$ cat src/hdl/iirdf1_pkg.sv
// shared types, codes and constants of the direct-form-one iir filter
package iirdf1_pkg;

   localparam int DATA_W       = 32;
   localparam int TAP_CFG_W    = 7;
   localparam int DEF_MAX_TAPS = 64;

   localparam logic [1:0] KIND_SAMPLE = 2'd0;
   localparam logic [1:0] KIND_B_COEF = 2'd1;
   localparam logic [1:0] KIND_A_COEF = 2'd2;
   localparam logic [1:0] KIND_CLEAR  = 2'd3;

   typedef struct packed {
      logic [1:0]               kind;
      logic signed [DATA_W-1:0] sample;
      logic [5:0]               coef_index;
      logic signed [DATA_W-1:0] coef_value;
   } req_type;

   typedef struct packed {
      logic signed [DATA_W-1:0] filtered;
      logic                     saturated;
      logic                     zero_divisor;
   } rsp_type;

   typedef struct packed {
      logic              start;
      logic [DATA_W-1:0] divisor;
   } div_ctl_type;

endpackage

$ cat src/hdl/iirdf1_divider.sv
// restoring divider, one quotient bit per cycle
module iirdf1_divider
   import iirdf1_pkg::*;
#(
   parameter int ACC_W = 71
) (
   input  logic              clock,
   input  logic              reset,
   input  div_ctl_type       ctl,
   input  logic [ACC_W-1:0]  dividend,
   output logic              done,
   output logic [ACC_W-1:0]  quotient
);

   localparam int CNT_W = $clog2(ACC_W);

   logic [DATA_W-1:0] rem_ff;
   logic [DATA_W-1:0] div_ff;
   logic [ACC_W-1:0]  quo_ff;
   logic [CNT_W-1:0]  cnt_ff;
   logic              busy_ff;
   logic              done_ff;
   logic [DATA_W:0]   rem_sh;
   logic [DATA_W:0]   diff;

   assign rem_sh = {rem_ff, quo_ff[ACC_W-1]};
   assign diff   = rem_sh - {1'b0, div_ff};

   always_ff @(posedge clock) begin
      if (ctl.start) begin
         rem_ff <= '0;
         div_ff <= ctl.divisor;
         quo_ff <= dividend;
      end else if (busy_ff) begin
         if (!diff[DATA_W]) begin
            rem_ff <= diff[DATA_W-1:0];
            quo_ff <= {quo_ff[ACC_W-2:0], 1'b1};
         end else begin
            rem_ff <= rem_sh[DATA_W-1:0];
            quo_ff <= {quo_ff[ACC_W-2:0], 1'b0};
         end
      end
   end

   always_ff @(posedge clock) begin
      if (reset) begin
         busy_ff <= 1'b0;
         done_ff <= 1'b0;
         cnt_ff  <= '0;
      end else begin
         done_ff <= 1'b0;
         if (ctl.start) begin
            busy_ff <= 1'b1;
            cnt_ff  <= CNT_W'(ACC_W - 1);
         end else if (busy_ff) begin
            if (cnt_ff == '0) begin
               busy_ff <= 1'b0;
               done_ff <= 1'b1;
            end else begin
               cnt_ff <= cnt_ff - 1'b1;
            end
         end
      end
   end

   assign done     = done_ff;
   assign quotient = quo_ff;

endmodule
$ cat config.mk
export PLATFORM = sky130hd
export DESIGN_NAME = iirdf1_divider
export DESIGN_NICKNAME = d
export VERILOG_FILES = /design/src/hdl/iirdf1_pkg.sv /design/src/hdl/iirdf1_divider.sv
export SDC_FILE = /design/constraint.sdc
export NUM_CORES = 1
export LEC_CHECK = 0
export BUFFER_PORTS_ARGS = -buffer_cell sky130_fd_sc_hd__buf_4
export CORE_MARGIN = 2
export CORE_UTILIZATION = 45
export CTS_BUF_LIST = sky130_fd_sc_hd__clkbuf_2 sky130_fd_sc_hd__clkbuf_4 sky130_fd_sc_hd__clkbuf_8
export CTS_CLUSTER_SIZE = 12
export DETAILED_ROUTE_END_ITERATION = 6
export PLACE_DENSITY = 0.73
export REMOVE_ABC_BUFFERS = 1
export SLEW_MARGIN = 30
export SYNTH_ARGS = -nofsm -noshare
export SYNTH_HDL_FRONTEND = slang
export SYNTH_SLANG_ARGS = --single-unit
$ cat constraint.sdc
create_clock -name clock -period 3.9 [get_ports clock]
set_input_delay 0 -clock clock [delete_from_list [all_inputs] [get_ports clock]]
set_output_delay 0 -clock clock [all_outputs]
set_load 0.01 [all_outputs]
==> reports/results.txt <==
status -> finished, final reports clean
Setup Skew -> 0.0152 ns
Reg2Reg Launch Point -> quotient[70]
# resized after CTS -> 0
Final nets -> 1092
endpoints failing setup -> 0
Pwr Density -> 405 nW/um^2
gr ovfl total -> 0
Reg2Reg Setup Slack -> 0.55 ns
die area -> 17800 sq um
core area -> 16500 sq um
Die Y -> 133 microns
clock sink count -> 144
CTS tree -> yes
CP endpoint -> rem_ff[27]
H-tree depth -> 4
Cell variety after synth -> 57
root buffer cell -> clkbuf_8
port bufs -> 177
Synth Flop Type -> edfxtp_1
DRC -> 0
most common cell after layout, fill and taps aside -> buf_4
Initial DRT Pass Iterations -> 5
DRT iter0 DRCs -> 403
Critical Path Source Type -> register
Initial Utilization -> 0.458
fill cell count -> 1293
RePlAce Congestion -> 0.872
crit end category -> register
vias in the first global route -> 6336
critical path launch point -> quotient[70]
Req. time, crit path -> 4.25 ns
remaining antenna violation count -> 0
pin count of the biggest net entering global routing -> 79
Arr. time, crit path -> 3.69 ns
Slew @ Worst Pin -> 0.924 ns
total wire length -> 19600 microns
clk buf depth -> 2
vias -> 6223
Cell Rows -> 47
CTS Buf Count -> 17
antenna violations before repair -> 0
final slew viol count -> 0
dpl ws -> 0.580 ns
first-pass GRT wire length -> 31700 microns
number of cells produced by synthesis -> 677
GRT Total Usage -> 0.225
Syn. warnings -> 0
RSZ-0062 raised after global routing -> no
setup TNS -> 0 ns
fin crit period -> 3.35 ns
sequential area share after synthesis -> 0.519
HP Class -> input pin to register
Worst Hold Launch -> ctl[32]
worst-skew pair later-pin latency -> 0.46 ns
FFs w/ async S/R, synth -> 0
slack of the critical path -> 0.555 ns
commonest cells after routing, fill and taps aside -> buf_4, dlygate4sd3_1, edfxtp_1
syn avg cell area -> 11.1 sq um
detailed placement HPWL -> 12700 microns
diode count -> 0
Cell Chain, Critical Path -> inv_1 -> ha_1 -> fa_1 -> nand2b_1 -> a21oi_1 -> o311a_4 -> a31oi_4 -> o21ai_2 -> o221ai_4 -> xnor2_2 -> buf_4 -> nand2_1 -> a311oi_1
fmax -> 299 MHz
Die Span X -> 133 microns
Fin. Hold Viols -> 0
Routed WL per cell -> 16.5 microns
Worst Path Max Fanout -> 16
Leak -> 4.35 nW
vias per cell -> 5.26
Post-synth EDFFs -> 103
Max stage delay on crit path -> 0.38 ns
Worst R2R End -> rem_ff[27]
max-cap violations -> 0
number of I/O pins -> 178
Worst Setup Path Type -> register to register
CP max stage cell -> fa_1
Max transition margin -> 0.384
fraction of layout cells with a size suffix above 1 -> 0.306
Clock Pin Slew Worst Setup and Hold Paths -> 0.08 ns
period utilization -> 0.858
Max IR drop VDD -> 0.000342 V
Yosys reg bits -> 144
post-synthesis to final-layout area growth -> 39.9%
Syn Std Cell Area -> 7540 sq um
worst reg-to-reg path cell count -> 13
==> worst min-delay path by stage <==
stage | to | slack [ns] | depth (start not counted)
2_1_floorplan | busy_ff | 0.07 | 1
3_3_place_gp | div_ff[9] | 0.18 | 1
3_5_place_dp | div_ff[23] | 0.18 | 1
4_1_cts | div_ff[9] | 0.15 | 1
5_1_grt | div_ff[0] | 0.17 | 1
6_report | div_ff[0] | 0.15 | 1
==> through the flow <==
stage               hold WS (ns)  cells  utilization  cell area, sq um  power, mW
CTS                        0.147   1183        0.641             10600       4.29
floorplan                 0.0691    644            -              7410       2.53
global route               0.166   1183        0.641             10600       4.48
global placement           0.179   1048        0.552              9090       2.92
finish                     0.152   1183        0.641             10600       4.27
detailed placement         0.180   1048        0.552              9090       2.94
==> layer usage <==
metal | part of all wire | track usage | vias to the layer above
met3 | 0.075 | 0.0795 | 35
met4 | 0.025 | 0.0786 | 0
met5 | 0 | 0 | -
li1 | - | - | 3034
met2 | 0.49 | 0.374 | 219
met1 | 0.41 | 0.273 | 2935
==> power breakdown <==
| part | internal [mW] | switching, mW | total [mW] | leakage (nW) |
|---|---|---|---|---|
| combinational | 0.544 | 0.560 | 1.10 | 2.79 |
| clock | 0.658 | 0.600 | 1.26 | 0.198 |
| sequential | 1.81 | 0.0948 | 1.91 | 1.36 |
| total | 3.02 | 1.25 | 4.27 | 4.35 |
==> repair_timing <==
item / 4_1_cts / 5_1_grt
hold endpoints to repair: 112 / 0
hold buffers: 104 / 0
setup buffers: 0 / 0
==> registers in the layout, indices dropped and copies added, names as in the netlist <==
signal and cells:
done 1, cnt_ff 7, busy_ff 1, div_ff 32
rem_ff 32, quotient 71
==> cell usage after synthesis (all sizes together) (8+ instances only) <==
cell type	n	area share
inv	40	0.020
a21oi	31	0.021
and3	8	0.0066
o21ai	23	0.016
xor2	10	0.012
a21o	9	0.0090
xnor2	24	0.028
dfxtp	41	0.11
clkbuf	27	0.013
nor2	49	0.024
nor3	10	0.0066
mux2	70	0.10
edfxtp	103	0.41
nand2	79	0.039
nand3	10	0.0066
a311oi	29	0.034
ha	34	0.056
a31oi	9	0.0095
==> cell families (layout without fill, tap and decap cells) <==
family / after synthesis / after routing / synth area share
AND/OR/NAND/NOR: 184 / 184 / 0.109
AO/OA/AOI/OAI: 136 / 136 / 0.131
flip-flops: 144 / 144 / 0.519
XOR/XNOR: 34 / 34 / 0.0395
multiplexers: 70 / 70 / 0.105
adder cells (fa/ha/maj): 35 / 35 / 0.0591
buffers and inverters: 74 / 360 / 0.0375
==> worst max-delay path, delay by kind of cell, from the launching register on <==
kind | cells | cell delay, ns
AOI/OAI and AO/OA | 6 | 1.35
DFF | 1 | 0.37
buffers and inverters | 2 | 0.33
and+or+nand+nor | 2 | 0.28
xor gates and xnor gates | 1 | 0.29
adders and majority gates | 2 | 0.60
==> layout make-up <==
class	count	area, sq um	share of cell area
Timing Repair Buffer	288	2430	0.231
Clock inverter	11	158	0.0149
Multi-Input combinational cell	459	3360	0.318
Clock buffer	20	256	0.0243
Sequential cell	144	3920	0.371
Inverter	41	154	0.0146
Tap cell	220	275	0.0261
(Power assumes the default switching activity.)
