`config.mk`:
```
export PLATFORM = sky130hd
export DESIGN_NAME = iirdf1_hist_mem
export DESIGN_NICKNAME = d
export VERILOG_FILES = /design/src/hdl/iirdf1_pkg.sv /design/src/hdl/iirdf1_hist_mem.sv
export SDC_FILE = /design/constraint.sdc
export NUM_CORES = 2
export LEC_CHECK = 0
export BUFFER_PORTS_ARGS = -buffer_cell sky130_fd_sc_hd__buf_2
export CORE_MARGIN = 3
export CORE_UTILIZATION = 30
export CTS_BUF_LIST = sky130_fd_sc_hd__clkbuf_8
export CTS_CLUSTER_SIZE = 28
export DETAILED_ROUTE_END_ITERATION = 10
export PLACE_DENSITY = 0.57
export SLEW_MARGIN = 20
export SYNTH_ARGS = -nofsm -noshare
export SYNTH_HDL_FRONTEND = slang
export SYNTH_SLANG_ARGS = --single-unit
```
`constraint.sdc`:
```
create_clock -name clock -period 3.5 [get_ports clock]
set_clock_uncertainty 0.05 [all_clocks]
set_input_delay 0.35 -clock clock [delete_from_list [all_inputs] [get_ports clock]]
set_output_delay 0.35 -clock clock [all_outputs]
set_load 0.05 [all_outputs]
```
`src/hdl/iirdf1_pkg.sv`:
```
// shared types, codes and constants of the direct-form-one iir filter
package iirdf1_pkg;

   localparam int DATA_W       = 32;
   localparam int TAP_CFG_W    = 7;
   localparam int DEF_MAX_TAPS = 64;

   localparam logic [1:0] KIND_SAMPLE = 2'd0;
   localparam logic [1:0] KIND_B_COEF = 2'd1;
   localparam logic [1:0] KIND_A_COEF = 2'd2;
   localparam logic [1:0] KIND_CLEAR  = 2'd3;

   typedef struct packed {
      logic [1:0]               kind;
      logic signed [DATA_W-1:0] sample;
      logic [5:0]               coef_index;
      logic signed [DATA_W-1:0] coef_value;
   } req_type;

   typedef struct packed {
      logic signed [DATA_W-1:0] filtered;
      logic                     saturated;
      logic                     zero_divisor;
   } rsp_type;

   typedef struct packed {
      logic              start;
      logic [DATA_W-1:0] divisor;
   } div_ctl_type;

endpackage

```
`src/hdl/iirdf1_hist_mem.sv`:
```
// history memory: input ring in the lower half, output ring in the upper half
module iirdf1_hist_mem
   import iirdf1_pkg::*;
#(
   parameter int AW = 7
) (
   input  logic              clock,
   input  logic              reset,
   input  logic              clear,
   input  logic              wr_en,
   input  logic [AW-1:0]     wr_addr,
   input  logic [DATA_W-1:0] wr_data,
   input  logic [AW-1:0]     rd_addr,
   output logic [DATA_W-1:0] rd_data
);

   logic [DATA_W-1:0] mem [2**AW];
   logic [2**AW-1:0]  valid_ff;
   logic [DATA_W-1:0] rd_data_ff;
   logic              rd_valid_ff;

   always_ff @(posedge clock) begin
      if (wr_en) begin
         mem[wr_addr] <= wr_data;
      end
      rd_data_ff <= mem[rd_addr];
   end

   // unwritten or cleared entries read as zero
   always_ff @(posedge clock) begin
      if (reset || clear) begin
         valid_ff    <= '0;
         rd_valid_ff <= 1'b0;
      end else begin
         if (wr_en) begin
            valid_ff[wr_addr] <= 1'b1;
         end
         rd_valid_ff <= valid_ff[rd_addr];
      end
   end

   assign rd_data = rd_valid_ff ? rd_data_ff : '0;

endmodule

```
==> tab_implementation.tex <==
\begin{tabular}{lr}
\hline
Metric & Value \\
\hline
\multicolumn{2}{l}{\textbf{Floorplan}} \\
Area of the placeable core & $\sim$0.54 mm2 \\
Total I/O pin count & 82 \\
Std-Cell Rows & around 270 \\
Initial Utilization & roughly 30\% \\
Die extent in y & about 740 um \\
DIE AREA & 0.5505 mm2 \\
Die extent in x & 742.0 um \\
\multicolumn{2}{l}{\textbf{Clock network}} \\
Hold\_buf cts & 50 \\
TritonCTS Buffers & 679 \\
Count of buffers added by post-CTS timing repair for setup & 0 \\
Clock tree buffer depth & 4 \\
H-Tree Depth & 6 \\
Number of clock sinks seen by CTS & between 4000 and 5000 \\
Clock root buffer & clkbuf\_8 \\
Post-CTS sizing & 0 \\
CTS tree & built \\
Register clock-pin slew on the reported worst setup and hold paths & about 0.060 ns \\
Clk\_lat worst skew & about 1.3 ns \\
\multicolumn{2}{l}{\textbf{Cells and area}} \\
Fraction of layout instances using a drive strength above 1 & roughly 28\% \\
Synthesis-to-layout area growth & 17.71\% \\
Net total in the final layout & 8938 \\
Finished Core Util & between 30\% and 40\% \\
Count of fill cells added during filler insertion & a little under 50000 \\
Non-filler cells in the finished layout & 16640 \\
\multicolumn{2}{l}{\textbf{Logic synthesis}} \\
Post-synth ARST share & 0\% \\
Average size of a mapped cell & between 20 and 25 um2 \\
Top cell type's share of synthesized area & between 70\% and 80\% \\
Count of state elements after synthesis & around 4300 \\
Top area cells in the synthesized netlist & edfxtp\_1 76\%, mux4\_2 11\%, mux2i\_1 3.6\% \\
Cell count after synthesis & between 7000 and 8000 \\
Post-synthesis sequential area ratio & 77.67\% \\
Syn\_nets & 7915 \\
Leading area contributor after synthesis & edfxtp\_1 \\
Top FF cell, synth & edfxtp\_1 \\
Unique masters post-synth & 46 \\
Post-Syn Area & $\sim$0.16 mm2 \\
Number of enable flip-flop cells after synthesis & approximately 4100 \\
Yosys Warn Count & 0 \\
\multicolumn{2}{l}{\textbf{Setup path}} \\
Depth of the most critical reg-to-reg path & 9 \\
Critical path start-end classification & flip-flop to flip-flop \\
Register-to-register setup slack & about 0.35 ns \\
WP data arrival & 4.17 ns \\
Largest fanout on the critical path & 2 \\
Critical register-to-register path endpoint & rd\_valid\_ff\$\_SDFF\_PP0\_ \\
Setup crit start kind & flip-flop \\
Worst EP required & $\sim$4.5 ns \\
FF-to-FF Start & valid\_ff[53]\$\_SDFFE\_PP0P\_ \\
Critical path launch point & valid\_ff[53]\$\_SDFFE\_PP0P\_ \\
Type of element capturing the critical path & flip-flop \\
\multicolumn{2}{l}{\textbf{Placed design}} \\
Cell Count Post-Placement & about 15000 \\
Number of buffer cells added on primary ports & 81 \\
GP Congestion & $\sim$0.82 \\
Post-DP HPWL & $\sim$280000 um \\
\multicolumn{2}{l}{\textbf{Timing}} \\
Post-layout minimum cycle time & between 3 and 4 ns \\
Pins over their slew limit & 0 \\
Total setup violations reported at the end of the flow & 0 \\
Final hold violations & 0 \\
Final clock period utilization by the worst path & between 90 and 100\% \\
Least-Margin Pin Slew & 1.178 ns \\
Highest clock rate & 317.3 MHz \\
Relative max-transition margin & roughly a fifth \\
Setup repair after global routing missed its margin & no \\
\multicolumn{2}{l}{\textbf{Power}} \\
Overall power after layout & around 100 mW \\
Max rail drop VDD & 0.3783 mV \\
Cell area power density & 528.1 mW/mm2 \\
Leakage Power & around 60 nW \\
\multicolumn{2}{l}{\textbf{Route}} \\
Total DRC errors in the routed layout & 0 \\
Post-Route WL & 480900 um \\
Violation count after the first detailed-route iteration & 10230 \\
WL per Instance & slightly below 30 um \\
Antenna Nets Post-Route & 0 \\
Count of vias placed by the detailed router & about 85000 \\
DR pass1 iterations & 6 \\
Average vias per placed instance & a little over 5 \\
\multicolumn{2}{l}{\textbf{Global route}} \\
GRT Residual Overflow & 0 \\
Pin count of the biggest net entering global routing & 129 \\
Number of global-route vias before repair & 86680 \\
First-pass GRT wire length & roughly 670000 um \\
Number of antenna violations at the first check in global routing & 67 \\
Overall track demand over capacity in global routing & 17.00\% \\
\multicolumn{2}{l}{\textbf{Status}} \\
Run status & finished, final reports clean \\
\multicolumn{2}{l}{\textbf{Hold path}} \\
Min-delay worst type & input pin to flip-flop \\
Hold path start & wr\_data[8] \\
Worst Hold End & mem[85][8]\$\_DFFE\_PP\_ \\
Worst hold path stage count & 2 \\
\multicolumn{2}{l}{\textbf{Run}} \\
Number of maximum-capacitance constraint violations & 0 \\
\hline
\end{tabular}
registers in the layout, indices dropped and copies added (netlist names):
| signal | cells |
|---|---|
| mem | 4096 |
| rd_valid_ff | 1 |
| rd_data_ff | 32 |
| valid_ff | 128 |
power breakdown:
part / total [mW] / internal [mW] / switching (mW)
Clock: 39.0 / 19.2 / 19.9
Combinational: 5.72 / 2.04 / 3.67
Sequential: 56.3 / 56.1 / 0.191
Total: 101 / 77.3 / 23.7
worst max path at each step:
stage,endpoint,cells after the start
global placement,rd_data_ff[9]$_DFF_P_,10
detailed placement,rd_data_ff[0]$_DFF_P_,10
global route,rd_valid_ff$_SDFF_PP0_,9
CTS,rd_data[16],2
floorplan,mem[25][0]$_DFFE_PP_,5
finish,rd_valid_ff$_SDFF_PP0_,9
cell families after synthesis:
kind of cell | after synthesis | share of synthesized area [%]
flip-flops | 4257 | 77.67
buffers and inverters | 462 | 1.468
AND/OR/NAND/NOR | 1171 | 3.413
AO/OA/AOI/OAI | 545 | 2.350
multiplexers | 1430 | 15.10
synth_stat cells, types with 75 or more instances:
cell type / instances
edfxtp_1: 4096
mux4_2: 813
mux2i_1: 581
nor2_1: 380
a22oi_1: 305
nand3_1: 271
clkbuf_1: 216
nand2_1: 208
dfxtp_1: 161
buf_2: 107
a21oi_1: 95
nand4_1: 76
nor2b_1: 76
buf_4: 75
worst max-delay path, stage by stage, from the launching register on:
cell,delay (ns)
dfxtp_1,0.31
mux4_2,0.46
nor2b_1,0.16
a2111oi_1,0.87
buf_4,0.24
nor4_1,0.06
nand4_1,0.11
o311ai_1,0.10
dlygate4sd3_1,0.57
buf_4,0.13
per-stage QoR:
stage | setup WS, ns | instance area [um2] | setup TNS [ns] | hold WS, ns
5_1_grt | 0.2353 | 191200 | 0 | 0.06158
4_1_cts | 0.1405 | 191200 | 0 | 0.001436
3_5_place_dp | -0.6082 | 178400 | -2.574 | 0.4068
3_3_place_gp | -1.257 | 178300 | -9.150 | 0.3939
2_1_floorplan | 0.03442 | 162500 | 0 | 0.3846
6_report | 0.3487 | 191300 | 0 | 0.1341
metal layers:
layer | up-vias | global-route usage (%) | wire [um]
li1 | 34750 | - | -
met1 | 45620 | 23.19 | 194700
met2 | 4151 | 27.29 | 226200
met3 | 777 | 3.328 | 43360
met4 | 28 | 5.732 | 16430
met5 | - | 0 | 172
cell type report:
type	instances	area [um2]	area share (%)
clock buffers	702	9662	5.051
inverters	2	10.01	0.005233
flip-flops and latches	4257	126200	65.99
well taps	7181	8985	4.697
diodes	45	112.6	0.05887
multi-input cells	3146	35020	18.31
repair buffers	802	8671	4.533
clock inverters	509	2596	1.357
layout by cell type, fill, tap and decap left out, types with 66 or more instances in the layout:
cell type | Yosys | layout
mux4_2 | 813 | 813
clkbuf_8 | 0 | 702
clkinv_1 | 0 | 142
a22oi_1 | 305 | 305
nor2_4 | 0 | 131
nor2_1 | 380 | 247
a21oi_1 | 95 | 95
buf_12 | 0 | 208
nor2b_1 | 76 | 70
edfxtp_1 | 4096 | 4096
nand2_1 | 208 | 208
buf_4 | 75 | 495
nand3_1 | 271 | 269
dfxtp_1 | 161 | 160
mux2i_1 | 581 | 581
nand4_1 | 76 | 76
clkinv_2 | 0 | 66
inv_1 | 1 | 243
Power figures use the tool's default switching activity.
